## src/jse_pkg.sv

```systemverilog
// jse_pkg: types, constants and helper functions for the json string escaper
// used by jse_front, jse_queue, jse_back and json_string_escaper_core
package jse_pkg;

  localparam int MAX_BYTES    = 6;
  localparam int LEN_W        = 3;
  localparam int IDX_W        = 3;
  localparam int QUEUE_DEPTH  = 2;
  localparam int CFG_INDEX_W  = 3;
  localparam int CFG_DATA_W   = 8;

  typedef enum logic [1:0] {
    FUNC_START = 2'd0,
    FUNC_UNIT  = 2'd1,
    FUNC_END   = 2'd2,
    FUNC_ERROR = 2'd3
  } func_t;

  localparam logic [CFG_INDEX_W-1:0] REG_HEX_QUOTE     = 3'd0;
  localparam logic [CFG_INDEX_W-1:0] REG_KEEP_SLASH    = 3'd1;
  localparam logic [CFG_INDEX_W-1:0] REG_HEX_TAG       = 3'd2;
  localparam logic [CFG_INDEX_W-1:0] REG_EXTRA_ESCAPES = 3'd3;
  localparam logic [CFG_INDEX_W-1:0] REG_HEX_AMP       = 3'd4;
  localparam logic [CFG_INDEX_W-1:0] REG_HEX_APOS      = 3'd5;
  localparam logic [CFG_INDEX_W-1:0] REG_RAW_UNICODE   = 3'd6;

  localparam logic [7:0] CH_QUOTE  = 8'h22;
  localparam logic [7:0] CH_BSLASH = 8'h5C;
  localparam logic [7:0] CH_SLASH  = 8'h2F;
  localparam logic [7:0] CH_ZERO   = 8'h30;
  localparam logic [7:0] CH_U      = 8'h75;
  localparam logic [7:0] CH_N      = 8'h6E;
  localparam logic [7:0] CH_L      = 8'h6C;
  localparam logic [7:0] CH_B      = 8'h62;
  localparam logic [7:0] CH_F      = 8'h66;
  localparam logic [7:0] CH_R      = 8'h72;
  localparam logic [7:0] CH_T      = 8'h74;

  localparam logic [7:0] CU_BS     = 8'h08;
  localparam logic [7:0] CU_TAB    = 8'h09;
  localparam logic [7:0] CU_LF     = 8'h0A;
  localparam logic [7:0] CU_FF     = 8'h0C;
  localparam logic [7:0] CU_CR     = 8'h0D;
  localparam logic [7:0] CU_PCT    = 8'h25;
  localparam logic [7:0] CU_AMP    = 8'h26;
  localparam logic [7:0] CU_APOS   = 8'h27;
  localparam logic [7:0] CU_LT     = 8'h3C;
  localparam logic [7:0] CU_GT     = 8'h3E;
  localparam logic [7:0] CU_AT     = 8'h40;

  localparam logic [15:0] SPACE_UNIT   = 16'h0020;
  localparam logic [15:0] ASCII_MAX    = 16'h007F;
  localparam logic [15:0] UTF8_2_LIMIT = 16'h0800;

  typedef struct packed {
    logic hex_quote;
    logic keep_slash;
    logic hex_tag;
    logic extra_escapes;
    logic hex_amp;
    logic hex_apos;
    logic raw_unicode;
  } jse_cfg_t;

  typedef struct packed {
    logic [MAX_BYTES-1:0][7:0] bytes;
    logic [LEN_W-1:0]          len;
    logic                      discard;
  } jse_desc_t;

  function automatic logic [7:0] hex_lower(input logic [3:0] n);
    logic [7:0] r;
    if (n < 4'd10) r = CH_ZERO + {4'h0, n};
    else           r = 8'h57 + {4'h0, n};
    return r;
  endfunction

  function automatic logic [7:0] hex_upper(input logic [3:0] n);
    logic [7:0] r;
    if (n < 4'd10) r = CH_ZERO + {4'h0, n};
    else           r = 8'h37 + {4'h0, n};
    return r;
  endfunction

endpackage

```

## src/json_string_escaper_core.sv

```systemverilog
// json_string_escaper_core: top level of the json string escaper
// depends on jse_pkg, jse_front, jse_queue, jse_back
//
//   channel  | direction | tdata / index     | tuser / data       | tlast
//   s_axis   | in        | code_unit[15:0]   | func[1:0]          | -
//   m_axis   | out       | out_byte[7:0]     | discard_prior      | last
//   cfg      | in        | cfg_index[2:0]    | cfg_data[7:0] bit0 | -
//
// one output byte per cycle, set by the back serializer and its output
// register, while m_axis_tready is high; an item produces 1 to 6 bytes
// first byte passes the front register, queue, back register and output register
// rst is synchronous and clears config, queue and all valid flags
// input and output stall independently through the front stage, the queue
// and the output register; cfg_ready is always high
module json_string_escaper_core
  import jse_pkg::*;
#(
  parameter int QDEPTH = QUEUE_DEPTH
) (
  input  logic                   clk,
  input  logic                   rst,
  input  logic                   s_axis_tvalid,
  output logic                   s_axis_tready,
  input  logic [15:0]            s_axis_tdata,   // code_unit
  input  logic [1:0]             s_axis_tuser,   // func
  output logic                   m_axis_tvalid,
  input  logic                   m_axis_tready,
  output logic [7:0]             m_axis_tdata,   // out_byte
  output logic                   m_axis_tlast,
  output logic                   m_axis_tuser,   // discard_prior
  input  logic                   cfg_valid,
  output logic                   cfg_ready,
  input  logic [CFG_INDEX_W-1:0] cfg_index,
  input  logic [CFG_DATA_W-1:0]  cfg_data
);

  logic      push_valid;
  logic      push_ready;
  jse_desc_t push_desc;
  logic      pop_valid;
  logic      pop_ready;
  jse_desc_t pop_desc;

  assign cfg_ready = 1'b1;

  jse_front u_front (
    .clk           (clk),
    .rst           (rst),
    .s_axis_tvalid (s_axis_tvalid),
    .s_axis_tready (s_axis_tready),
    .s_axis_tuser  (s_axis_tuser),
    .s_axis_tdata  (s_axis_tdata),
    .cfg_valid     (cfg_valid),
    .cfg_index     (cfg_index),
    .cfg_data      (cfg_data),
    .push_valid    (push_valid),
    .push_ready    (push_ready),
    .push_desc     (push_desc)
  );

  jse_queue #(
    .DEPTH (QDEPTH)
  ) u_queue (
    .clk        (clk),
    .rst        (rst),
    .push_valid (push_valid),
    .push_ready (push_ready),
    .push_desc  (push_desc),
    .pop_valid  (pop_valid),
    .pop_ready  (pop_ready),
    .pop_desc   (pop_desc)
  );

  jse_back u_back (
    .clk           (clk),
    .rst           (rst),
    .pop_valid     (pop_valid),
    .pop_ready     (pop_ready),
    .pop_desc      (pop_desc),
    .m_axis_tvalid (m_axis_tvalid),
    .m_axis_tready (m_axis_tready),
    .m_axis_tdata  (m_axis_tdata),
    .m_axis_tlast  (m_axis_tlast),
    .m_axis_tuser  (m_axis_tuser)
  );

endmodule

```

## src/jse_front.sv

```systemverilog
// jse_front: accepts input transactions, holds the config registers and
// turns each item into a byte descriptor; depends on jse_pkg
module jse_front
  import jse_pkg::*;
(
  input  logic                   clk,
  input  logic                   rst,
  input  logic                   s_axis_tvalid,
  output logic                   s_axis_tready,
  input  logic [1:0]             s_axis_tuser,
  input  logic [15:0]            s_axis_tdata,
  input  logic                   cfg_valid,
  input  logic [CFG_INDEX_W-1:0] cfg_index,
  input  logic [CFG_DATA_W-1:0]  cfg_data,
  output logic                   push_valid,
  input  logic                   push_ready,
  output jse_desc_t              push_desc
);

  jse_cfg_t  cfg;
  jse_desc_t desc_next;
  jse_desc_t fr_desc;
  logic      fr_valid;
  func_t     func;
  logic [15:0] u;
  logic      general;

  assign func          = func_t'(s_axis_tuser);
  assign u             = s_axis_tdata;
  assign s_axis_tready = !fr_valid || push_ready;
  assign push_valid    = fr_valid;
  assign push_desc     = fr_desc;

  always_ff @(posedge clk) begin
    if (rst) begin
      cfg <= '0;
    end else if (cfg_valid) begin
      unique case (cfg_index)
        REG_HEX_QUOTE:     cfg.hex_quote     <= cfg_data[0];
        REG_KEEP_SLASH:    cfg.keep_slash    <= cfg_data[0];
        REG_HEX_TAG:       cfg.hex_tag       <= cfg_data[0];
        REG_EXTRA_ESCAPES: cfg.extra_escapes <= cfg_data[0];
        REG_HEX_AMP:       cfg.hex_amp       <= cfg_data[0];
        REG_HEX_APOS:      cfg.hex_apos      <= cfg_data[0];
        REG_RAW_UNICODE:   cfg.raw_unicode   <= cfg_data[0];
        default: ;
      endcase
    end
  end

  always_comb begin
    desc_next         = '0;
    desc_next.bytes   = '0;
    desc_next.len     = LEN_W'(1);
    desc_next.discard = 1'b0;
    general           = 1'b0;
    unique case (func)
      FUNC_START, FUNC_END: begin
        desc_next.bytes[0] = CH_QUOTE;
      end
      FUNC_ERROR: begin
        desc_next.bytes[0] = CH_N;
        desc_next.bytes[1] = CH_U;
        desc_next.bytes[2] = CH_L;
        desc_next.bytes[3] = CH_L;
        desc_next.len      = LEN_W'(4);
        desc_next.discard  = 1'b1;
      end
      FUNC_UNIT: begin
        // a backslash-u escape with upper-case hex is prefilled, arms below pick the length and replace bytes
        desc_next.bytes[0] = CH_BSLASH;
        desc_next.bytes[1] = CH_U;
        desc_next.bytes[2] = CH_ZERO;
        desc_next.bytes[3] = CH_ZERO;
        desc_next.bytes[4] = hex_upper(u[7:4]);
        desc_next.bytes[5] = hex_upper(u[3:0]);
        if (u[15:8] != 8'h00) begin
          general = 1'b1;
        end else begin
          unique case (u[7:0])
            CH_QUOTE: begin
              if (cfg.hex_quote) desc_next.len = LEN_W'(6);
              else begin
                desc_next.bytes[1] = CH_QUOTE;
                desc_next.len      = LEN_W'(2);
              end
            end
            CH_BSLASH: begin
              desc_next.bytes[1] = CH_BSLASH;
              desc_next.len      = LEN_W'(2);
            end
            CH_SLASH: begin
              if (cfg.keep_slash) desc_next.bytes[0] = CH_SLASH;
              else begin
                desc_next.bytes[1] = CH_SLASH;
                desc_next.len      = LEN_W'(2);
              end
            end
            CU_BS: begin
              desc_next.bytes[1] = CH_B;
              desc_next.len      = LEN_W'(2);
            end
            CU_FF: begin
              desc_next.bytes[1] = CH_F;
              desc_next.len      = LEN_W'(2);
            end
            CU_LF: begin
              desc_next.bytes[1] = CH_N;
              desc_next.len      = LEN_W'(2);
            end
            CU_CR: begin
              desc_next.bytes[1] = CH_R;
              desc_next.len      = LEN_W'(2);
            end
            CU_TAB: begin
              desc_next.bytes[1] = CH_T;
              desc_next.len      = LEN_W'(2);
            end
            CU_LT: begin
              if (cfg.hex_tag || cfg.extra_escapes) desc_next.len = LEN_W'(6);
              else desc_next.bytes[0] = u[7:0];
            end
            CU_GT: begin
              if (cfg.hex_tag) desc_next.len = LEN_W'(6);
              else desc_next.bytes[0] = u[7:0];
            end
            CU_AMP: begin
              if (cfg.hex_amp) desc_next.len = LEN_W'(6);
              else desc_next.bytes[0] = u[7:0];
            end
            CU_APOS: begin
              if (cfg.hex_apos) desc_next.len = LEN_W'(6);
              else desc_next.bytes[0] = u[7:0];
            end
            CU_AT, CU_PCT: begin
              if (cfg.extra_escapes) desc_next.len = LEN_W'(6);
              else desc_next.bytes[0] = u[7:0];
            end
            default: general = 1'b1;
          endcase
        end
        if (general) begin
          if (u >= SPACE_UNIT && cfg.raw_unicode) begin
            if (u <= ASCII_MAX) begin
              desc_next.bytes[0] = u[7:0];
              desc_next.len      = LEN_W'(1);
            end else if (u < UTF8_2_LIMIT) begin
              desc_next.bytes[0] = {3'b110, u[10:6]};
              desc_next.bytes[1] = {2'b10, u[5:0]};
              desc_next.len      = LEN_W'(2);
            end else begin
              desc_next.bytes[0] = {4'b1110, u[15:12]};
              desc_next.bytes[1] = {2'b10, u[11:6]};
              desc_next.bytes[2] = {2'b10, u[5:0]};
              desc_next.len      = LEN_W'(3);
            end
          end else if (u >= SPACE_UNIT && u <= ASCII_MAX) begin
            desc_next.bytes[0] = u[7:0];
            desc_next.len      = LEN_W'(1);
          end else begin
            desc_next.bytes[2] = hex_lower(u[15:12]);
            desc_next.bytes[3] = hex_lower(u[11:8]);
            desc_next.bytes[4] = hex_lower(u[7:4]);
            desc_next.bytes[5] = hex_lower(u[3:0]);
            desc_next.len      = LEN_W'(6);
          end
        end
      end
      default: ;
    endcase
  end

  always_ff @(posedge clk) begin
    if (rst) begin
      fr_valid <= 1'b0;
    end else if (s_axis_tvalid && s_axis_tready) begin
      fr_valid <= 1'b1;
    end else if (push_ready) begin
      fr_valid <= 1'b0;
    end
  end

  always_ff @(posedge clk) begin
    if (s_axis_tvalid && s_axis_tready) begin
      fr_desc <= desc_next;
    end
  end

endmodule

```

## src/jse_queue.sv

```systemverilog
// jse_queue: short descriptor queue between front and back
// depends on jse_pkg
module jse_queue
  import jse_pkg::*;
#(
  parameter int DEPTH = QUEUE_DEPTH
) (
  input  logic      clk,
  input  logic      rst,
  input  logic      push_valid,
  output logic      push_ready,
  input  jse_desc_t push_desc,
  output logic      pop_valid,
  input  logic      pop_ready,
  output jse_desc_t pop_desc
);

  localparam int PTR_W = (DEPTH > 1) ? $clog2(DEPTH) : 1;
  localparam int CNT_W = $clog2(DEPTH + 1);

  jse_desc_t        mem [DEPTH];
  logic [PTR_W-1:0] wr_ptr;
  logic [PTR_W-1:0] rd_ptr;
  logic [CNT_W-1:0] count;
  logic             push;
  logic             pop;

  assign push_ready = count != CNT_W'(DEPTH);
  assign pop_valid  = count != '0;
  assign pop_desc   = mem[rd_ptr];
  assign push       = push_valid && push_ready;
  assign pop        = pop_valid && pop_ready;

  always_ff @(posedge clk) begin
    if (rst) begin
      wr_ptr <= '0;
      rd_ptr <= '0;
      count  <= '0;
    end else begin
      if (push) begin
        wr_ptr <= (wr_ptr == PTR_W'(DEPTH - 1)) ? '0 : wr_ptr + 1'b1;
      end
      if (pop) begin
        rd_ptr <= (rd_ptr == PTR_W'(DEPTH - 1)) ? '0 : rd_ptr + 1'b1;
      end
      if (push && !pop) count <= count + 1'b1;
      else if (pop && !push) count <= count - 1'b1;
    end
  end

  always_ff @(posedge clk) begin
    if (push) begin
      mem[wr_ptr] <= push_desc;
    end
  end

endmodule

```

## src/jse_back.sv

```systemverilog
// jse_back: serializes descriptors into one output byte per transaction
// depends on jse_pkg
module jse_back
  import jse_pkg::*;
(
  input  logic      clk,
  input  logic      rst,
  input  logic      pop_valid,
  output logic      pop_ready,
  input  jse_desc_t pop_desc,
  output logic      m_axis_tvalid,
  input  logic      m_axis_tready,
  output logic [7:0] m_axis_tdata,
  output logic      m_axis_tlast,
  output logic      m_axis_tuser
);

  jse_desc_t        cur;
  logic             cur_valid;
  logic [IDX_W-1:0] idx;
  logic             out_adv;
  logic             emit;
  logic             at_end;
  logic             done;
  logic             pop;

  assign out_adv   = !m_axis_tvalid || m_axis_tready;
  assign emit      = cur_valid && out_adv;
  assign at_end    = idx == IDX_W'(cur.len - 1'b1);
  assign done      = emit && at_end;
  assign pop_ready = !cur_valid || done;
  assign pop       = pop_valid && pop_ready;

  always_ff @(posedge clk) begin
    if (rst) begin
      cur_valid <= 1'b0;
      idx       <= '0;
    end else if (pop) begin
      cur_valid <= 1'b1;
      idx       <= '0;
    end else if (done) begin
      cur_valid <= 1'b0;
    end else if (emit) begin
      idx <= idx + 1'b1;
    end
  end

  always_ff @(posedge clk) begin
    if (pop) begin
      cur <= pop_desc;
    end
  end

  always_ff @(posedge clk) begin
    if (rst) begin
      m_axis_tvalid <= 1'b0;
    end else if (out_adv) begin
      m_axis_tvalid <= cur_valid;
    end
  end

  always_ff @(posedge clk) begin
    if (emit) begin
      m_axis_tdata <= cur.bytes[idx];
      m_axis_tlast <= at_end;
      m_axis_tuser <= cur.discard && (idx == '0);
    end
  end

  a_discard_on_n: assert property (@(posedge clk) disable iff (rst)
    m_axis_tvalid && m_axis_tuser |-> m_axis_tdata == CH_N)
    else $error("discard flag on a byte other than the first of null");

  a_discard_not_last: assert property (@(posedge clk) disable iff (rst)
    m_axis_tvalid && m_axis_tuser |-> !m_axis_tlast)
    else $error("discard flag on the final byte of an item");

  a_idx_in_range: assert property (@(posedge clk) disable iff (rst)
    cur_valid |-> (idx < IDX_W'(cur.len)) && (cur.len != '0))
    else $error("byte index beyond descriptor length");

  a_load_starts_at_zero: assert property (@(posedge clk) disable iff (rst)
    pop |=> cur_valid && idx == '0)
    else $error("loaded descriptor does not start at its first byte");

endmodule
```

## config.mk

```make
export PLATFORM = sky130hd
export DESIGN_NAME = json_string_escaper_core
export DESIGN_NICKNAME = d
export VERILOG_FILES = /design/src/jse_pkg.sv /design/src/json_string_escaper_core.sv /design/src/jse_front.sv /design/src/jse_queue.sv /design/src/jse_back.sv
export SDC_FILE = /design/constraint.sdc
export NUM_CORES = 1
export LEC_CHECK = 0
export ABC_CLOCK_PERIOD_IN_PS = 3300
export BUFFER_PORTS_ARGS = -buffer_cell sky130_fd_sc_hd__buf_2
export CAP_MARGIN = 10
export CORE_MARGIN = 4
export CORE_UTILIZATION = 35
export DETAILED_ROUTE_END_ITERATION = 8
export PLACE_DENSITY = 0.51
export SLEW_MARGIN = 20
export SYNTH_ARGS = -nofsm -noshare
export SYNTH_HDL_FRONTEND = slang
export SYNTH_HIERARCHICAL = 1
export SYNTH_SLANG_ARGS = --single-unit
```

## constraint.sdc

```tcl
create_clock -name clk -period 3.3 [get_ports clk]
set_clock_uncertainty 0.1 [all_clocks]
set_input_delay 0.33 -clock clk [delete_from_list [all_inputs] [get_ports clk]]
set_output_delay 0.33 -clock clk [all_outputs]
set_load 0.02 [all_outputs]
```

==> flow_summary_export.csv <==
group,metric,value,unit
status,status,"finished clean",
critical_path,worst_setup_path_start_kind,"flop",
logic_synthesis,synth-simple-area-share,8.73,%
logic_synthesis,ys_seq_area_share,67.2,%
logic_synthesis,synthTopCellsByArea,"edfxtp_1, mux2_2, dfxtp_1",
die,rows,62,
power,power.leakage,0.00410,uW
sta,hold_viol,0,
logic_synthesis,yosys.area.top_type,"edfxtp_1",
critical_path,cp_cell_sequence,"inv_1, ha_1, xor3_2, nor3_2, a21o_1, o21ai_0, ha_1, or3_1, a21oi_1",
global_route,grt-ovfl-total,0,
power,max-vdd-ir-drop,0.398,mV
critical_path,cp_slowest_cell,"xor3_2",
logic_synthesis,synth_top_area_share,63.6,%
clocking,ctsLongestPathBuffers,3,
sta,finalCriticalPeriod,2.78,ns
final_layout,nets,812,
clocking,cts_buffers,25,
worst_hold_path,hold_path_class,"in2reg",
logic_synthesis,async_flop_share,0,%
logic_synthesis,synth_top_family_by_area,"multiplexers",
route,drc,0,
sta,finalMaxSlewViolations,0,
logic_synthesis,synth-xor-area-share,1.27,%
route,avgRoutedWirePerCell,19.8,um
placed_design,hpwl,15700,um
route,first_iter_violations,450,
sta,fmax,360,MHz
sta,rsz0062_at_grt,"false",
logic_synthesis,synth_cell_type_count,78,
logic_synthesis,synth.most_common_cell,"edfxtp_1",
logic_synthesis,synth_common_cells,"edfxtp_1, mux2_2, nor2_1",
route,vias,5985,
critical_path,crit_required,3.63,ns
logic_synthesis,synth_compound_area_share,8.53,%
critical_path,crit_path_frequent_cell,"ha_1",
logic_synthesis,netlist_instances,694,
logic_synthesis,synthFlopType,"edfxtp_1",
sta,setup_viol,0,
route,firstDrtPassIters,5,
global_route,grt_pass1_vias,6021,
final_layout,diodes,0,
logic_synthesis,ys_ff_latch,233,
critical_path,critPathKind,"reg2reg",
global_route,track_usage,14.6,%
global_route,grt_start_max_net_pins,53,
job,cap_violations,0,
die,boundaryPins,47,
logic_synthesis,ys_warn_count,6,
route,ant_nets,0,
logic_synthesis,synth.avg_cell_area,14.6,um^2
clocking,cts-root-buf,"clkbuf_16",
logic_synthesis,syn_area,10100,um^2
global_route,grt_pass1_wl,35600,um
clocking,cts_max_level,1,
sta,relSlewSlack,48.5,%
route,vias_per_cell,5.14,
clocking,clock-sinks,233,
clocking,postCtsSetupBuffers,0,
die,start_util,35.5,%
route,totalWireLength,23000,um
placed_design,place_congestion,0.880,
global_route,antenna_found_initial,0,
die,dieArea,31800,um^2
clocking,cts_tree,"yes",
sta,worst_pin_slew,0.773,ns
logic_synthesis,synth_edf_count,215,
final_layout,fillers,2617,
sta,tns,0,ns
critical_path,reg2reg_from,"u_back/cur[1]",
power,fin_total_pwr,8450,uW
final_layout,drive_gt1_share,25.2,%
critical_path,crit_start,"u_back/cur[1]",
die,die_x,178,um
critical_path,path_max_fanout,3,
power,power_density,717,nW/um^2
worst_hold_path,min_from,"cfg_data[0]",
critical_path,critical_path.max_stage_delay,0.47,ns
logic_synthesis,synth_adder_area_share,1.97,%
clocking,cts.clk_slew.worst_paths,0.06,ns
die,core,28600,um^2
clocking,insertion_delay,0.51,ns
logic_synthesis,muxShareOfSynthArea,9.12,%
critical_path,crit_path_end_kind,"flop",
placed_design,io_buffers,38,
final_layout,area_delta_synth_final,16.2,%
die,fp.dieH,178,um
critical_path,cp.arrival,3.11,ns
sta,post-route-period-util,84.1,%
[logic make-up (layout without fill, tap and decap cells)]
kind of cell / after synthesis / after routing
AO/OA/AOI/OAI: 125 / 125
XOR/XNOR: 12 / 12
adder cells (fa/ha/maj): 16 / 16
buffers and inverters: 69 / 154
flip-flops: 233 / 233
multiplexers: 76 / 76
other: 2 / 4
AND/OR/NAND/NOR: 161 / 161
[layout by cell type (no fill, tap or decap), types with 9 or more instances in the layout]
| cell type | netlist | layout |
|---|---|---|
| edfxtp_1 | 215 | 215 |
| mux2_2 | 52 | 52 |
| nor2_1 | 46 | 46 |
| buf_2 | 9 | 38 |
| buf_4 | 11 | 34 |
| a21oi_1 | 33 | 33 |
| inv_1 | 32 | 31 |
| clkbuf_16 | 0 | 25 |
| nand2_1 | 25 | 25 |
| dfxtp_1 | 18 | 17 |
| mux2i_1 | 16 | 16 |
| ha_1 | 16 | 16 |
| o21ai_0 | 16 | 16 |
| nor3_1 | 14 | 14 |
| o22ai_1 | 12 | 12 |
| nand3_1 | 11 | 11 |
| a31oi_1 | 9 | 9 |
[power by group]
group          total, uW  internal (uW)  switching, uW  leakage, uW
Clock               2810           1760           1050     0.000411
Combinational       1550            636            911      0.00151
Sequential          4100           3940            156      0.00218
[flip-flops by register name (all words and copies together), names as in the netlist, named ones only]
register,count
u_front/push_valid,1
u_back/m_axis_tdata,8
u_front/cfg,7
u_back/cur_valid,1
u_queue/wr_ptr,1
u_back/m_axis_tvalid,1
u_back/idx,3
u_back/cur,52
u_queue/mem,104
u_back/m_axis_tuser,1
u_front/push_desc,49
u_queue/rd_ptr,1
u_queue/count,2
u_back/m_axis_tlast,1
[critical path: cells and delay by family (launching register included)]
family / cells / cell delay (ns)
AND/OR/NAND/NOR: 2 / 0.59
adder cells (fa/ha/maj): 2 / 0.53
flip-flops: 1 / 0.42
buffers and inverters: 1 / 0.08
XOR/XNOR: 1 / 0.47
AO/OA/AOI/OAI: 3 / 0.51
[stage by stage]
step | instances | instance area, um^2 | hold slack, ns | utilization, % | worst slack, ns
2_1_floorplan | 696 | 10200 | 0.299 | - | 0.126
3_3_place_gp | 1118 | 10900 | 0.326 | 38.2 | 0.137
3_5_place_dp | 1118 | 10900 | 0.333 | 38.2 | 0.128
4_1_cts | 1165 | 11800 | 0.0440 | 41.2 | 0.518
5_1_grt | 1165 | 11800 | 0.0762 | 41.2 | 0.313
6_report | 1165 | 11800 | 0.0697 | 41.2 | 0.523
[path summary, 6_finish.rpt]
kind,endpoint,slack (ns),cells after the start
min reg2reg,u_queue/mem[1][42],0.34,0
max reg2reg,u_queue/count[1],0.52,9
min,u_front/cfg[0],0.07,3
max,u_queue/count[1],0.52,9
[area by class of cell]
type	instances	area (um^2)	area share (%)
Tap cell	384	480	4.08
Sequential cell	233	6820	57.8
Inverter	33	124	1.05
Clock inverter	12	168	1.42
Clock buffer	34	679	5.76
Timing Repair Buffer	75	495	4.20
Multi-Input combinational cell	394	3030	25.7
[metal layers]
| layer | track usage (%) | wire length, um | up-vias |
|---|---|---|---|
| met5 | 0 | 0 | - |
| met4 | 4.57 | 646 | 0 |
| met3 | 1.95 | 1200 | 36 |
| met2 | 23.6 | 11000 | 212 |
| met1 | 20.5 | 10200 | 2955 |
| li1 | - | - | 2782 |
[repair_timing]
action	in CTS	in global routing
hold endpoints to repair	1	0
hold buffers	1	0
resized for setup	0	0
(Power assumes the default switching activity.)
